--- src/http_request_stream_parser_macros.svh ---
// Assertion helpers shared by the RTL
`ifndef HTTP_REQUEST_STREAM_PARSER_MACROS_SVH
`define HTTP_REQUEST_STREAM_PARSER_MACROS_SVH
// implication checked every cycle outside reset
`define HRSP_ASSERT_IMP(label, ante, cons, msg) \
  label: assert property (@(posedge clk) disable iff (rst) (ante) |-> (cons)) else $error(msg);
// implication whose consequent is checked in the next cycle
`define HRSP_ASSERT_NEXT(label, ante, cons, msg) \
  label: assert property (@(posedge clk) disable iff (rst) (ante) |=> (cons)) else $error(msg);
`endif

--- src/hrsp_pkg.sv ---
`default_nettype none
package hrsp_pkg;
  localparam int LineMaxDefault = 128;
  localparam int QueueDepth = 4;

  typedef enum logic [3:0] {
    K_METHOD_BYTE = 4'd0, K_METHOD_END = 4'd1, K_TARGET_BYTE = 4'd2,
    K_TARGET_END = 4'd3, K_QUERY_BYTE = 4'd4, K_QUERY_END = 4'd5,
    K_TYPE_BYTE = 4'd6, K_TYPE_END = 4'd7, K_BODY_BYTE = 4'd8,
    K_REQ_END = 4'd9, K_ERROR = 4'd10
  } kind_t;

  typedef enum logic [1:0] {
    E_NONE = 2'd0, E_EOL = 2'd1, E_LINE_END = 2'd2, E_OVERFLOW = 2'd3
  } err_t;

  typedef enum logic [2:0] {
    PH_METHOD = 3'd0, PH_TARGET = 3'd1, PH_QUERY = 3'd2, PH_VERSION = 3'd3,
    PH_NAME = 3'd4, PH_SPACE = 3'd5, PH_VALUE = 3'd6, PH_BODY = 3'd7
  } phase_t;

  typedef struct packed {
    logic [3:0] kind;
    logic [7:0] data_value;
    logic [1:0] error_code;
    logic       last;
  } res_t;

  // up to three results per input byte
  typedef struct packed {
    logic [1:0] n;
    res_t       r0;
    res_t       r1;
    res_t       r2;
  } bundle_t;

  localparam int NameTypeLen = 12;
  localparam int NameLengthLen = 14;

  function automatic logic [7:0] name_type_ch(input logic [3:0] i);
    logic [7:0] c;
    case (i)
      4'd0: c = "c"; 4'd1: c = "o"; 4'd2: c = "n"; 4'd3: c = "t";
      4'd4: c = "e"; 4'd5: c = "n"; 4'd6: c = "t"; 4'd7: c = "-";
      4'd8: c = "t"; 4'd9: c = "y"; 4'd10: c = "p"; 4'd11: c = "e";
      default: c = 8'h00;
    endcase
    return c;
  endfunction

  function automatic logic [7:0] name_length_ch(input logic [3:0] i);
    logic [7:0] c;
    case (i)
      4'd0: c = "c"; 4'd1: c = "o"; 4'd2: c = "n"; 4'd3: c = "t";
      4'd4: c = "e"; 4'd5: c = "n"; 4'd6: c = "t"; 4'd7: c = "-";
      4'd8: c = "l"; 4'd9: c = "e"; 4'd10: c = "n"; 4'd11: c = "g";
      4'd12: c = "t"; 4'd13: c = "h";
      default: c = 8'h00;
    endcase
    return c;
  endfunction
endpackage
`default_nettype wire

--- src/hrsp_stream_if.sv ---
`default_nettype none
interface hrsp_in_if;
  logic       valid;
  logic       ready;
  logic [7:0] rx_byte;
  logic       new_connection;
  modport source (output valid, output rx_byte, output new_connection, input ready);
  modport sink (input valid, input rx_byte, input new_connection, output ready);
endinterface

interface hrsp_out_if;
  logic       valid;
  logic       ready;
  logic [3:0] kind;
  logic [7:0] data_value;
  logic [1:0] error_code;
  logic       last;
  modport source (output valid, output kind, output data_value, output error_code,
                  output last, input ready);
  modport sink (input valid, input kind, input data_value, input error_code,
                input last, output ready);
endinterface
`default_nettype wire

--- src/hrsp_front.sv ---
`default_nettype none
// Parser state machine: one byte in, a bundle of up to three results out.
module hrsp_front #(
  parameter int LINE_MAX = hrsp_pkg::LineMaxDefault
) (
  input  wire logic              clk,
  input  wire logic              rst,
  input  wire logic              in_valid,
  input  wire logic [7:0]        rx_byte,
  input  wire logic              new_connection,
  output hrsp_pkg::bundle_t      bundle,
  output logic                   bundle_valid
);
  import hrsp_pkg::*;
  localparam int CW = $clog2(LINE_MAX + 1);

  phase_t       phase, phase_next;
  logic         cr_pending, cr_pending_next;
  logic [CW-1:0] line_count, line_count_next;
  logic [CW-1:0] body_count, body_count_next;
  logic [15:0]  body_length, body_length_next;
  logic [15:0]  length_acc, length_acc_next;
  logic         digits_done, digits_done_next;
  logic [3:0]   name_pos, name_pos_next;
  logic [1:0]   name_flags, name_flags_next;
  logic         halted, halted_next;
  bundle_t      b;

  // 16-bit acc * 10 + digit, saturating
  logic [19:0] acc_mul;
  assign acc_mul = {1'b0, length_acc, 3'b000} + {3'b000, length_acc, 1'b0};

  always_comb begin
    phase_t ph;
    logic cr;
    logic [CW-1:0] lc;
    logic [CW-1:0] bc;
    logic [15:0] bl;
    logic [15:0] la;
    logic dd;
    logic [3:0] np;
    logic [1:0] nf;
    logic hl;
    logic [1:0] n;
    res_t rs [3];
    logic [7:0] c;
    logic do_feed;
    logic [7:0] lcc;
    logic [1:0] f;
    logic [19:0] v;
    ph = phase; cr = cr_pending; lc = line_count; bc = body_count;
    bl = body_length; la = length_acc; dd = digits_done; np = name_pos;
    nf = name_flags; hl = halted; n = 2'd0;
    for (int i = 0; i < 3; i++) rs[i] = '0;
    c = rx_byte; do_feed = 1'b0; lcc = 8'h00; f = 2'b00; v = '0;

    if (new_connection) begin
      ph = PH_METHOD; bl = '0; bc = '0; cr = 1'b0; lc = '0; np = '0; nf = 2'b11;
      la = '0; dd = 1'b0; hl = 1'b0;
    end

    if (!hl) begin
      if (ph == PH_BODY) begin
        bc = bc + 1'b1;
        rs[n] = '{kind: K_BODY_BYTE, data_value: rx_byte, error_code: E_NONE, last: 1'b0};
        n = n + 1'b1;
        if (16'(bc) == bl) begin
          rs[n] = '{kind: K_REQ_END, data_value: 8'h00, error_code: E_NONE, last: 1'b0};
          n = n + 1'b1;
          ph = PH_METHOD; bl = '0; cr = 1'b0; lc = '0; np = '0; nf = 2'b11;
          if (bc < CW'(LINE_MAX)) bc = '0;
        end
        if (bc >= CW'(LINE_MAX)) begin
          rs[n] = '{kind: K_ERROR, data_value: 8'h00, error_code: E_OVERFLOW, last: 1'b0};
          n = n + 1'b1; hl = 1'b1;
        end
      end else if (rx_byte == 8'h0A) begin
        if (!cr) begin
          rs[n] = '{kind: K_ERROR, data_value: 8'h00, error_code: E_LINE_END, last: 1'b0};
          n = n + 1'b1; hl = 1'b1;
        end else begin
          cr = 1'b0;
          case (ph)
            PH_VERSION: begin
              ph = PH_NAME; np = '0; nf = 2'b11;
            end
            PH_NAME: begin
              if (lc == CW'(1)) begin
                if (bl != 16'd0) begin
                  ph = PH_BODY; bc = '0;
                end else begin
                  rs[n] = '{kind: K_REQ_END, data_value: 8'h00, error_code: E_NONE,
                            last: 1'b0};
                  n = n + 1'b1;
                  ph = PH_METHOD; bl = '0; bc = '0; np = '0; nf = 2'b11;
                end
              end else begin
                rs[n] = '{kind: K_ERROR, data_value: 8'h00, error_code: E_EOL, last: 1'b0};
                n = n + 1'b1; hl = 1'b1;
              end
            end
            PH_VALUE: begin
              if (nf[0]) begin
                rs[n] = '{kind: K_TYPE_END, data_value: 8'h00, error_code: E_NONE,
                          last: 1'b0};
                n = n + 1'b1;
              end
              if (nf[1]) bl = la;
              ph = PH_NAME; np = '0; nf = 2'b11;
            end
            default: begin
              rs[n] = '{kind: K_ERROR, data_value: 8'h00, error_code: E_EOL, last: 1'b0};
              n = n + 1'b1; hl = 1'b1;
            end
          endcase
          lc = '0;
        end
      end else begin
        lc = lc + 1'b1;
        if (lc >= CW'(LINE_MAX)) begin
          rs[n] = '{kind: K_ERROR, data_value: 8'h00, error_code: E_OVERFLOW, last: 1'b0};
          n = n + 1'b1; hl = 1'b1;
        end else begin
          // a held CR is fed as data first, then this byte unless it is a CR; at most two feeds
          for (int k = 0; k < 2; k++) begin
            do_feed = 1'b0;
            if (k == 0) begin
              if (cr) begin
                cr = 1'b0; c = 8'h0D; do_feed = 1'b1;
              end
            end else begin
              if (rx_byte == 8'h0D) cr = 1'b1;
              else begin
                c = rx_byte; do_feed = 1'b1;
              end
            end
            if (do_feed) begin
              if (ph == PH_SPACE && c != 8'h20) ph = PH_VALUE;
              case (ph)
                PH_METHOD: begin
                  if (c == 8'h20) begin
                    rs[n] = '{kind: K_METHOD_END, data_value: 8'h00, error_code: E_NONE,
                              last: 1'b0};
                    ph = PH_TARGET;
                  end else begin
                    rs[n] = '{kind: K_METHOD_BYTE, data_value: c, error_code: E_NONE,
                              last: 1'b0};
                  end
                  n = n + 1'b1;
                end
                PH_TARGET: begin
                  if (c == 8'h20 || c == 8'h3F) begin
                    rs[n] = '{kind: K_TARGET_END, data_value: 8'h00, error_code: E_NONE,
                              last: 1'b0};
                    ph = (c == 8'h20) ? PH_VERSION : PH_QUERY;
                  end else begin
                    rs[n] = '{kind: K_TARGET_BYTE, data_value: c, error_code: E_NONE,
                              last: 1'b0};
                  end
                  n = n + 1'b1;
                end
                PH_QUERY: begin
                  if (c == 8'h20) begin
                    rs[n] = '{kind: K_QUERY_END, data_value: 8'h00, error_code: E_NONE,
                              last: 1'b0};
                    ph = PH_VERSION;
                  end else begin
                    rs[n] = '{kind: K_QUERY_BYTE, data_value: c, error_code: E_NONE,
                              last: 1'b0};
                  end
                  n = n + 1'b1;
                end
                PH_NAME: begin
                  if (c == 8'h3A) begin
                    f = 2'b00;
                    if (nf[0] && np == 4'(NameTypeLen)) f[0] = 1'b1;
                    if (nf[1] && np == 4'(NameLengthLen)) f[1] = 1'b1;
                    nf = f; la = '0; dd = 1'b0; ph = PH_SPACE;
                  end else begin
                    lcc = (c >= 8'h41 && c <= 8'h5A) ? c + 8'd32 : c;
                    if (np >= 4'(NameTypeLen) || name_type_ch(np) != lcc) nf[0] = 1'b0;
                    if (np >= 4'(NameLengthLen) || name_length_ch(np) != lcc) nf[1] = 1'b0;
                    if (np < 4'd15) np = np + 1'b1;
                  end
                end
                PH_VALUE: begin
                  if (nf[0]) begin
                    rs[n] = '{kind: K_TYPE_BYTE, data_value: c, error_code: E_NONE,
                              last: 1'b0};
                    n = n + 1'b1;
                  end
                  if (nf[1]) begin
                    if (!dd && c >= 8'h30 && c <= 8'h39) begin
                      // acc_mul is from the registered value; la is unchanged by
                      // an earlier feed in this cycle while in the value phase
                      v = acc_mul + {16'd0, c[3:0]};
                      la = (v > 20'd65535) ? 16'hFFFF : v[15:0];
                    end else begin
                      dd = 1'b1;
                    end
                  end
                end
                default: ;
              endcase
            end
          end
        end
      end
    end
    if (n != 2'd0) rs[n - 1'b1].last = 1'b1;

    phase_next = ph; cr_pending_next = cr; line_count_next = lc;
    body_count_next = bc; body_length_next = bl; length_acc_next = la;
    digits_done_next = dd; name_pos_next = np; name_flags_next = nf;
    halted_next = hl;
    b.n = n; b.r0 = rs[0]; b.r1 = rs[1]; b.r2 = rs[2];
  end

  always_ff @(posedge clk) begin
    if (rst) begin
      phase <= PH_METHOD; cr_pending <= 1'b0; line_count <= '0; body_count <= '0;
      body_length <= '0; length_acc <= '0; digits_done <= 1'b0; name_pos <= '0;
      name_flags <= 2'b11; halted <= 1'b0;
    end else if (in_valid) begin
      phase <= phase_next; cr_pending <= cr_pending_next;
      line_count <= line_count_next; body_count <= body_count_next;
      body_length <= body_length_next; length_acc <= length_acc_next;
      digits_done <= digits_done_next; name_pos <= name_pos_next;
      name_flags <= name_flags_next; halted <= halted_next;
    end
  end

  assign bundle = b;
  assign bundle_valid = in_valid && (b.n != 2'd0);

  `include "http_request_stream_parser_macros.svh"
  `HRSP_ASSERT_IMP(a_halt_quiet, in_valid && halted && !new_connection, b.n == 2'd0, "halted output")
  `HRSP_ASSERT_IMP(a_line_bound, 1'b1, line_count <= CW'(LINE_MAX), "line count overran")
  `HRSP_ASSERT_NEXT(a_err_halts, in_valid && b.n != 2'd0 && b.r0.kind == K_ERROR, halted, "no halt")
endmodule
`default_nettype wire

--- src/hrsp_back.sv ---
`default_nettype none
// Bundle queue plus serializer: drains up to three results per bundle.
module hrsp_back (
  input  wire logic         clk,
  input  wire logic         rst,
  input  wire logic         push,
  input  hrsp_pkg::bundle_t push_data,
  output logic              space,
  hrsp_out_if.source        out_ch
);
  import hrsp_pkg::*;
  localparam int AW = $clog2(QueueDepth);

  bundle_t       mem [QueueDepth];
  logic [AW-1:0] wr_ptr, rd_ptr;
  logic [AW:0]   count;
  logic [1:0]    sub;
  bundle_t       head;
  res_t          cur;
  logic          pop_res, pop_bundle;

  assign head = mem[rd_ptr];
  always_comb begin
    case (sub)
      2'd0: cur = head.r0;
      2'd1: cur = head.r1;
      default: cur = head.r2;
    endcase
  end

  assign out_ch.valid = (count != '0);
  assign out_ch.kind = cur.kind;
  assign out_ch.data_value = cur.data_value;
  assign out_ch.error_code = cur.error_code;
  assign out_ch.last = cur.last;
  assign pop_res = out_ch.valid && out_ch.ready;
  assign pop_bundle = pop_res && cur.last;
  // a slot frees this cycle if the head bundle finishes
  assign space = (count < (AW + 1)'(QueueDepth)) || pop_bundle;

  always_ff @(posedge clk) begin
    if (push) mem[wr_ptr] <= push_data;
  end

  always_ff @(posedge clk) begin
    if (rst) begin
      wr_ptr <= '0; rd_ptr <= '0; count <= '0; sub <= '0;
    end else begin
      if (push) wr_ptr <= wr_ptr + 1'b1;
      if (pop_bundle) begin
        rd_ptr <= rd_ptr + 1'b1; sub <= '0;
      end else if (pop_res) begin
        sub <= sub + 1'b1;
      end
      count <= count + (AW + 1)'(push) - (AW + 1)'(pop_bundle);
    end
  end

  `include "http_request_stream_parser_macros.svh"
  `HRSP_ASSERT_IMP(a_no_overflow, push, space, "queue overflow")
  `HRSP_ASSERT_IMP(a_sub_in_range, out_ch.valid, sub < head.n, "serializer past bundle")
  `HRSP_ASSERT_IMP(a_count_bound, 1'b1, count <= (AW + 1)'(QueueDepth), "count overran")
endmodule
`default_nettype wire

--- src/http_request_stream_parser.sv ---
// HTTP request stream parser.
// in_ch: one received byte per beat (rx_byte) and new_connection, which
// restarts the parser before that byte is parsed.
// out_ch: tagged result beats (kind, data_value, error_code, last); last
// marks the final result caused by one input byte. A byte may cause none.
// Throughput: one input byte per cycle while the queue has space. A byte
// with two or three results drains one result per output beat.
// Latency: with an empty queue, results of a byte appear the cycle after it
// is accepted.
// Between parser and output sits a four-bundle queue; when the receiver
// stalls, the queue fills and in_ch.ready drops, holding the parser state.
// Reset (synchronous rst) empties the queue and returns the parser to the
// method phase with counters clear and the halt released. After an error
// the parser drops all bytes until new_connection.
`default_nettype none
module http_request_stream_parser #(
  parameter int LINE_MAX = hrsp_pkg::LineMaxDefault
) (
  input wire logic   clk,
  input wire logic   rst,
  hrsp_in_if.sink    in_ch,
  hrsp_out_if.source out_ch
);
  import hrsp_pkg::*;
  bundle_t bundle;
  logic    bundle_valid, space, accept;

  assign in_ch.ready = space;
  assign accept = in_ch.valid && space;

  hrsp_front #(.LINE_MAX(LINE_MAX)) u_front (
    .clk, .rst, .in_valid(accept), .rx_byte(in_ch.rx_byte),
    .new_connection(in_ch.new_connection), .bundle, .bundle_valid
  );

  hrsp_back u_back (
    .clk, .rst, .push(bundle_valid), .push_data(bundle), .space, .out_ch
  );
endmodule
`default_nettype wire
--- src/flat_wrapper.sv ---
// flat-port wrapper written by rule: the top's interface ports become plain ports
module http_request_stream_parser_flat import hrsp_pkg::*;
#(
  parameter int LINE_MAX = hrsp_pkg::LineMaxDefault
)
  (clk, rst, in_ch_valid, in_ch_rx_byte, in_ch_new_connection, in_ch_ready, out_ch_valid, out_ch_kind, out_ch_data_value, out_ch_error_code, out_ch_last, out_ch_ready);
  hrsp_in_if in_ch_i ();
  hrsp_out_if out_ch_i ();
  input wire logic clk;
  input wire logic rst;
  input wire logic [$bits(in_ch_i.valid)-1:0] in_ch_valid;
  input wire logic [$bits(in_ch_i.rx_byte)-1:0] in_ch_rx_byte;
  input wire logic [$bits(in_ch_i.new_connection)-1:0] in_ch_new_connection;
  output wire logic [$bits(in_ch_i.ready)-1:0] in_ch_ready;
  output wire logic [$bits(out_ch_i.valid)-1:0] out_ch_valid;
  output wire logic [$bits(out_ch_i.kind)-1:0] out_ch_kind;
  output wire logic [$bits(out_ch_i.data_value)-1:0] out_ch_data_value;
  output wire logic [$bits(out_ch_i.error_code)-1:0] out_ch_error_code;
  output wire logic [$bits(out_ch_i.last)-1:0] out_ch_last;
  input wire logic [$bits(out_ch_i.ready)-1:0] out_ch_ready;
  assign in_ch_i.valid = in_ch_valid;
  assign in_ch_i.rx_byte = in_ch_rx_byte;
  assign in_ch_i.new_connection = in_ch_new_connection;
  assign in_ch_ready = in_ch_i.ready;
  assign out_ch_valid = out_ch_i.valid;
  assign out_ch_kind = out_ch_i.kind;
  assign out_ch_data_value = out_ch_i.data_value;
  assign out_ch_error_code = out_ch_i.error_code;
  assign out_ch_last = out_ch_i.last;
  assign out_ch_i.ready = out_ch_ready;
  http_request_stream_parser #(.LINE_MAX(LINE_MAX)) u_core (.clk(clk), .rst(rst), .in_ch(in_ch_i), .out_ch(out_ch_i));
endmodule
--- config.mk ---
export PLATFORM = sky130hd
export DESIGN_NAME = http_request_stream_parser_flat
export DESIGN_NICKNAME = d
export VERILOG_FILES = /design/src/hrsp_pkg.sv /design/src/hrsp_stream_if.sv /design/src/hrsp_front.sv /design/src/hrsp_back.sv /design/src/http_request_stream_parser.sv /design/src/flat_wrapper.sv
export VERILOG_INCLUDE_DIRS = /design/src /design/src/src
export SDC_FILE = /design/constraint.sdc
export NUM_CORES = 1
export LEC_CHECK = 0
export ABC_AREA = 1
export BUFFER_PORTS_ARGS = -buffer_cell sky130_fd_sc_hd__buf_2
export CORE_MARGIN = 10
export CORE_UTILIZATION = 40
export DETAILED_ROUTE_END_ITERATION = 10
export PLACE_DENSITY_LB_ADDON = 0.3
export SETUP_SLACK_MARGIN = 0.15
export SYNTH_ARGS = -nofsm -noshare
export SYNTH_HDL_FRONTEND = slang
export SYNTH_SLANG_ARGS = --single-unit
export TNS_END_PERCENT = 20
--- constraint.sdc ---
create_clock -name clk -period 5.3 [get_ports clk]
set_input_delay 1.325 -clock clk [delete_from_list [all_inputs] [get_ports clk]]
set_output_delay 1.325 -clock clk [all_outputs]
set_load 0.01 [all_outputs]
# ---- After elaboration in Yosys (flattened, before gate mapping)
# Memories as Yosys holds them, arrays and structs flattened. A register that Yosys moved wholly into a read port is not among the register bits.
# Cells that the tools add are included.
dict set report classes {
  n_eq_ne 35
  reduce_logical 38
  n_addsub 17
  n_mux 289
  n_lt_le_gt_ge 26
  bitwise_logic 15
  n_mul 0
  n_shift 0
  n_div 0
}
# cell n
set op_table {}
lappend op_table {{$mux W8} 57}
lappend op_table {{$mux W45} 9}
lappend op_table {{$mux W16} 24}
lappend op_table {{$bwmux W45} 5}
lappend op_table {{$mux W15} 14}
lappend op_table {{$pmux W45 S4} 1}
lappend op_table {{$mux W3} 35}
lappend op_table {{$pmux W16 S2} 3}
lappend op_table {{$demux W15 S2} 3}
lappend op_table {{$mux W4} 21}
lappend op_table {{$and A39 B39 Y39} 2}
lappend op_table {{$not A39 Y39} 2}
lappend op_table {{$mux W2} 37}
lappend op_table {{$mux W30} 2}
lappend op_table {{$mux W1} 58}
lappend op_table {{$pmux W14 S4} 1}
lappend op_table {{$eq A8 B6 Y1 const B} 6}
lappend op_table {{$pmux W15 S3} 1}
lappend op_table {{$and A42 B42 Y42} 1}
lappend op_table {{$mux W14} 3}
lappend op_table {{$not A42 Y42} 1}
lappend op_table {{$add A20 B4 Y20} 2}
lappend op_table {{$gt A20 B16 Y1 const B} 2}
lappend op_table {{$mux W12} 3}
lappend op_table {{other kinds (52)} 127}
dict set report word_totals {
  latch_bits 0
  word_cells 439
  rom_bits 448
  out_inout_bits 17
  ramBits 188
  n_memories 5
  register_bits 69
}
# memory words word_bits read_ports rd_clocked_by_memory_dff wr line_no
set memory_table {}
lappend memory_table {u_core.u_back.mem 4 47 1 1 1 hrsp_back.sv:14} ;# bundle_t mem [QueueDepth];
lappend memory_table {{(no name shown)} 16 7 1 0 0 hrsp_pkg.sv:42} ;# case (i)
lappend memory_table {{(no name shown)} 16 7 1 0 0 hrsp_pkg.sv:53} ;# case (i)
lappend memory_table {{(no name shown)} 16 7 1 0 0 hrsp_pkg.sv:42}
lappend memory_table {{(no name shown)} 16 7 1 0 0 hrsp_pkg.sv:53}

# ---- Longest topological paths before layout
dict set report logic_depth {
  depth_word 47
  mapped_depth 26
  depth_no_buf 25
}

# ---- Modules after synthesis
# Synthesis repeated with hierarchy kept, for this count alone.
dict set report unflattened {
  hier_cells 2040
  area_unflattened_um2 15712.6
}
# module area_per_inst_um2 cells_per_inst seq_area_each_um2 instances
set modules_own_cells {}
lappend modules_own_cells {hrsp_front 8112.8 1452 1201.2 1}
lappend modules_own_cells {hrsp_back 7592.3 586 5625.4 1}
lappend modules_own_cells {http_request_stream_parser 7.5 2 0.0 1}

# ---- Worst setup path before layout
# No wires, ideal clock.
dict set report synth_path {
  kind {input to register}
  startpoint {in in_ch_new_connection}
  endpoint {mem u_core.u_back.mem[0][0] (netlist name), enable pin}
  stages 17
  t_arrival_ps 5196
  setup_time_ps 419
  setup_slack_ps -315
  t_required_ps 4881
  n_path_buf 3
  cell_sequence {buf_6 buf_6 buf_4 nor2_1 ha_1 nand2_1 nor2_1 xor2_1 xor2_1 nor3_1 nand4_1 or2_4 ha_1 or2_2 nand3_1 nand2_2 nor2_1}
}
dict set report synth_via {
  elab_chain_cells 41
}
# item line_no
set synth_lines {}
lappend synth_lines {{start, declared} flat_wrapper.sv:13} ;# input wire logic [$bits(in_ch_i.new_connection)-1:0] in_ch_new_connection;
lappend synth_lines {{$mux W1} hrsp_front.sv:57} ;# if (new_connection) begin
lappend synth_lines {{$mux W8} hrsp_front.sv:128} ;# if (cr) begin
lappend synth_lines {{$mux W8} hrsp_front.sv:120} ;# if (lc >= CW'(LINE_MAX)) begin
lappend synth_lines {{$mux W8} hrsp_front.sv:77} ;# end else if (rx_byte == 8'h0A) begin
lappend synth_lines {{$mux W8} hrsp_front.sv:63} ;# if (ph == PH_BODY) begin
lappend synth_lines {{$mux W8} hrsp_front.sv:62} ;# if (!hl) begin
lappend synth_lines {{$ne A8 B6 Y1} hrsp_front.sv:138} ;# if (ph == PH_SPACE && c != 8'h20) ph = PH_VALUE;
lappend synth_lines {{$logic_and A1 B1 Y1} hrsp_front.sv:138}
lappend synth_lines {{[25 not listed]} -}
lappend synth_lines {{$mux W2} hrsp_front.sv:120}
lappend synth_lines {{$mux W2} hrsp_front.sv:77}
lappend synth_lines {{$mux W2} hrsp_front.sv:63}
lappend synth_lines {{$mux W2 (*)} hrsp_front.sv:62}
lappend synth_lines {{$reduce_bool A2 Y1 (*)} hrsp_front.sv:234} ;# assign bundle_valid = in_valid && (b.n != 2'd0);
lappend synth_lines {{$logic_and A1 B1 Y1 (*)} hrsp_front.sv:234}
lappend synth_lines {{$mux W1 (*)} hrsp_back.sv:42} ;# if (push) mem[wr_ptr] <= push_data;
lappend synth_lines {{$mux W1 (not written as such) (*)} hrsp_back.sv:42}
lappend synth_lines {{end, declared} hrsp_back.sv:14}
# Every way passes the cells marked *; elsewhere a longest branch is shown, timed or not. The select of a mux whose other input is x is not followed.

# ---- Worst setup path after layout
dict set report layout_path {
  startpoint {in in_ch_new_connection}
  endpoint {reg u_core.u_back.count[2]}
}
dict set report layout_via {
  elab_chain_cells 41
}
# item line_no
set layout_lines {}
lappend layout_lines {{$mux W1} hrsp_front.sv:57}
lappend layout_lines {{$mux W8} hrsp_front.sv:128}
lappend layout_lines {{$mux W8} hrsp_front.sv:120}
lappend layout_lines {{$mux W8} hrsp_front.sv:77}
lappend layout_lines {{$mux W8} hrsp_front.sv:63}
lappend layout_lines {{$mux W8} hrsp_front.sv:62}
lappend layout_lines {{$ne A8 B6 Y1} hrsp_front.sv:138}
lappend layout_lines {{$logic_and A1 B1 Y1} hrsp_front.sv:138}
lappend layout_lines {{[26 not listed]} -}
lappend layout_lines {{$mux W2} hrsp_front.sv:77}
lappend layout_lines {{$mux W2} hrsp_front.sv:63}
lappend layout_lines {{$mux W2 (*)} hrsp_front.sv:62}
lappend layout_lines {{$reduce_bool A2 Y1 (*)} hrsp_front.sv:234}
lappend layout_lines {{$logic_and A1 B1 Y1 (*)} hrsp_front.sv:234}
lappend layout_lines {{via u_core.bundle_valid} http_request_stream_parser.sv:26} ;# logic bundle_valid, space, accept;
lappend layout_lines {{$add A3 B1 Y3 (*)} hrsp_back.sv:55} ;# count <= count + (AW + 1)'(push) - (AW + 1)'(pop_bundle);
lappend layout_lines {{$sub A3 B1 Y3 (*)} hrsp_back.sv:55}
lappend layout_lines {{end signal, assigned} hrsp_back.sv:55}
lappend layout_lines {{end, declared} hrsp_back.sv:16} ;# logic [AW:0] count;
# Mark *: on every way through the listed nets, which the timed path passes. The rest lies on a longest branch. The select of a mux whose other input is x is not followed.
# A chain may end at the register's enable or synchronous reset.

==> results by group <==
Worst setup path
  • Worst path slowest cell: fa_1
  • Arrival @ worst endpoint: 4.93 ns
  • Most used cell, CP: ha_1
  • Critical Path RT: 5.67 ns
  • Worst path bufs/invs: 2
  • Crit path largest cell delay: 0.40 ns
  • Critical Path, Cell by Cell: buf_2 > nor2_2 > ha_1 > nand2_1 > nor2_1 > xor2_1 > xor2_1 > nor3_1 > nand4_1 > or2_4 > ha_1 > or2_2 > nand3_1 > nand2_2 > inv_1 > ha_1 > fa_1 > or2_2 > a21oi_1
  • Critical Path Start Type: input pin
  • Critical path class: input pin to register
  • Element type at the critical path end: register
  • Maximum fanout along the worst path: 12
  • Top Family by Delay on Critical Path: simple AND/OR/NAND/NOR gates

Cells and area
  • NumNets Final: 1984
  • Synth-to-layout area growth: 9.84%
  • Commonest non-fill, non-tap cell in the layout: nand2_1
  • N_diodes: 0
  • Share of post-route cells with drive strength above 1: 0.103
  • Most frequent cells in the layout: nand2_1 (441), inv_1 (241), nor2_1 (199)
  • Layout fillers: 3398

Placement
  • Port Buf Inserts: 29
  • Post-DP HPWL: 28.6 mm
  • GPL Wtd Cong: 0.932
  • Pre-CTS setup slack: 0.299 ns

STA
  • Final hold violation count: 0
  • Shortest period the worst path allows: 4.56 ns
  • Final Worst Setup Slack: 0.742 ns
  • Unrepaired setup endpoints after global routing: false
  • Worst slew margin: 0.294
  • Final Cycle Share: 0.860
  • Final setup fails: 0
  • Maximum achievable frequency: 219 MHz
  • Worst-Margin Slew: 1.06 ns
  • Clock skew: 0.0143 ns
  • Slew Limit Fails: 0
  • Worst Hold Slack: 0.480 ns

Clock network
  • Clk_lat worst skew: 0.44 ns
  • Root Driver: clkbuf_16
  • CTS Buffer Depth: 2
  • Post-CTS Hold Fix Bufs: 0
  • Clock-pin slew on the worst setup and hold paths: 0.07 ns
  • CTS H-Tree Depth: 4
  • CTS sink count: 195
  • CTS Buf Count: 17
  • CTS tree: done
  • Post-CTS Setup Bufs: 0
  • Post_cts resized: 0

Logic synthesis
  • Post-synth ARST share: 0
  • Seq cells post-synth: 195
  • Seq/Total Area, Yosys: 0.377
  • Mapped Area: 13700 sq um
  • Avg Cell Area, Syn: 7.15 sq um
  • Cells after Synth: 1910
  • Leading register cell type out of synthesis: edfxtp_1
  • Synthesized Nets: 1971
  • Library cells used by synthesis: 62
  • Syn. warnings: 0
  • Number of synthesized flops with an enable pin: 124

Routing
  • Via density: 5.39
  • Starting DRT DRC Count: 1029
  • Drt first pass iters: 5
  • Antenna viol nets, final: 0
  • DR WL/cell: 16.5 um
  • Routed via count: 12800
  • Routed wire length: 39.4 mm
  • Drt drc: 0

GRT
  • Gr ovfl total: 0
  • Vias in the first global route: 12300
  • Initial antenna violation count: 0
  • Total global-route track usage: 0.187
  • First-pass GRT wire length: 63.5 mm
  • Largest net degree at the start of global routing: 53

Die
  • Die ar.: 41900 sq um
  • Num ports: 30
  • Die W: 205 um
  • Core Box Area: 33600 sq um
  • Initial Utilization: 0.406
  • # rows: 67
  • DIE HEIGHT: 205 um

Power
  • VDD IR max: 0.256 mV
  • PD cells: 321 nW/um^2
  • Total power: 4810 uW
  • Total leakage power: 0.00642 uW

Worst hold path
  • Worst min-delay path category: register to register

Status
  • Outcome: completed

Flow run
  • Max_cap viols: 0
-- sequential cells by signal, summed over array words and instances (netlist names), named ones only --
| register | count |
|---|---|
| u_core.u_front.name_flags | 2 |
| u_core.u_back.wr_ptr | 2 |
| u_core.u_back.mem | 124 |
| u_core.u_back.sub | 2 |
| u_core.u_front.halted | 1 |
| u_core.u_front.line_count | 8 |
| u_core.u_front.phase | 3 |
| u_core.u_front.body_count | 8 |
| u_core.u_front.body_length | 16 |
| u_core.u_back.count | 3 |
| u_core.u_front.length_acc | 16 |
| u_core.u_front.digits_done | 1 |
| u_core.u_front.name_pos | 4 |
| u_core.u_back.rd_ptr | 2 |
| u_core.u_front.cr_pending | 1 |
-- cells in the mapped netlist (6+ instances only) --
master,instances,area (sq um)
ha_1,45,563
xor2_1,22,193
a32oi_1,7,61.3
nand4_1,23,144
nor2_1,203,762
nand3_1,113,566
o21ai_1,20,100
buf_2,7,35.0
nor2_4,12,135
nor2_2,10,62.6
buf_1,9,33.8
nand2_1,442,1660
a21oi_1,140,701
dfxtp_1,71,1420
edfxtp_1,124,3720
a31oi_1,10,62.6
o31ai_1,8,60.1
nand2_2,20,125
clkbuf_1,47,176
xnor2_1,6,52.6
o22ai_1,39,244
o21ai_0,150,751
nor3_1,18,90.1
o211ai_1,11,82.6
nor3_2,8,80.1
a22o_1,10,87.6
inv_1,241,905
inv_2,26,97.6
-- cells by family (layout without fill, tap and decap cells) --
| kind of cell | Yosys count | count (layout) | synth area share |
|---|---|---|---|
| simple gates | 872 | 872 | 0.281 |
| buf+inv | 340 | 366 | 0.0974 |
| fa+ha+maj | 48 | 48 | 0.0456 |
| xor+xnor | 29 | 29 | 0.0200 |
| compound gates | 426 | 426 | 0.179 |
| flops | 195 | 195 | 0.377 |
-- stage by stage --
step	utilization	TNS (ns)	cell area, sq um	std cells
5_1_grt	0.446	0	15000	2384
3_5_place_dp	0.428	0	14400	2352
6_report	0.446	0	15000	2384
4_1_cts	0.446	0	15000	2384
3_3_place_gp	0.428	0	14400	2352
2_1_floorplan	-	-39.00	13700	1910
-- worst reg2reg max path, stage by stage, from the launching register on --
cell and delay [ns]:
dfxtp_2 0.69, inv_1 0.57, o21ai_0 0.35, o22ai_1 0.11, nand2_1 0.08, nand3_1 0.15, nand2_1 0.14, nand2_1 0.09
nand2_2 0.10, clkinv_1 0.49, nand2_2 0.43, inv_1 0.08, ha_1 0.20, fa_1 0.40, or2_2 0.30, a21oi_1 0.11
-- final cells by class --
type / count / area, sq um / share of cell area
Clock inverter: 14 / 179 / 0.0119
Timing Repair Buffer: 64 / 470 / 0.0314
Clock buffer: 18 / 429 / 0.0286
Sequential cell: 195 / 5150 / 0.343
Multi-Input combinational cell: 1375 / 7200 / 0.480
Tap cell: 448 / 561 / 0.0374
Inverter: 270 / 1020 / 0.0681
-- metal layers --
metal	vias up	track usage	wire, um	part of all wire
met5	-	0	0	0
met4	0	0.0680	1180	0.030
met3	79	0.0253	2060	0.052
met2	402	0.325	19100	0.49
met1	5964	0.230	17000	0.43
li1	6393	-	-	-
-- power breakdown --
part,leakage [uW],total [uW],internal (uW),switching (uW)
registers,0.00174,1920,1820,101
clock network,0.000297,1330,682,646
logic,0.00438,1560,527,1040
total,0.00642,4810,3030,1780
-- path summary, 6_finish.rpt --
kind                                        startpoint                           endpoint  slack, ns  cells after the start
setup / recovery                  in_ch_new_connection  u_core.u_back.count[2]$_SDFF_PP0_       0.74                     19
hold / removal    u_core.u_back.rd_ptr[1]$_SDFFE_PP0P_                           register       0.48                      2
setup reg to reg                              register  u_core.u_back.count[2]$_SDFF_PP0_       0.92                     15
hold reg to reg   u_core.u_back.rd_ptr[1]$_SDFFE_PP0P_                           register       0.48                      2
Note: power is estimated with default switching activity, not from simulation.
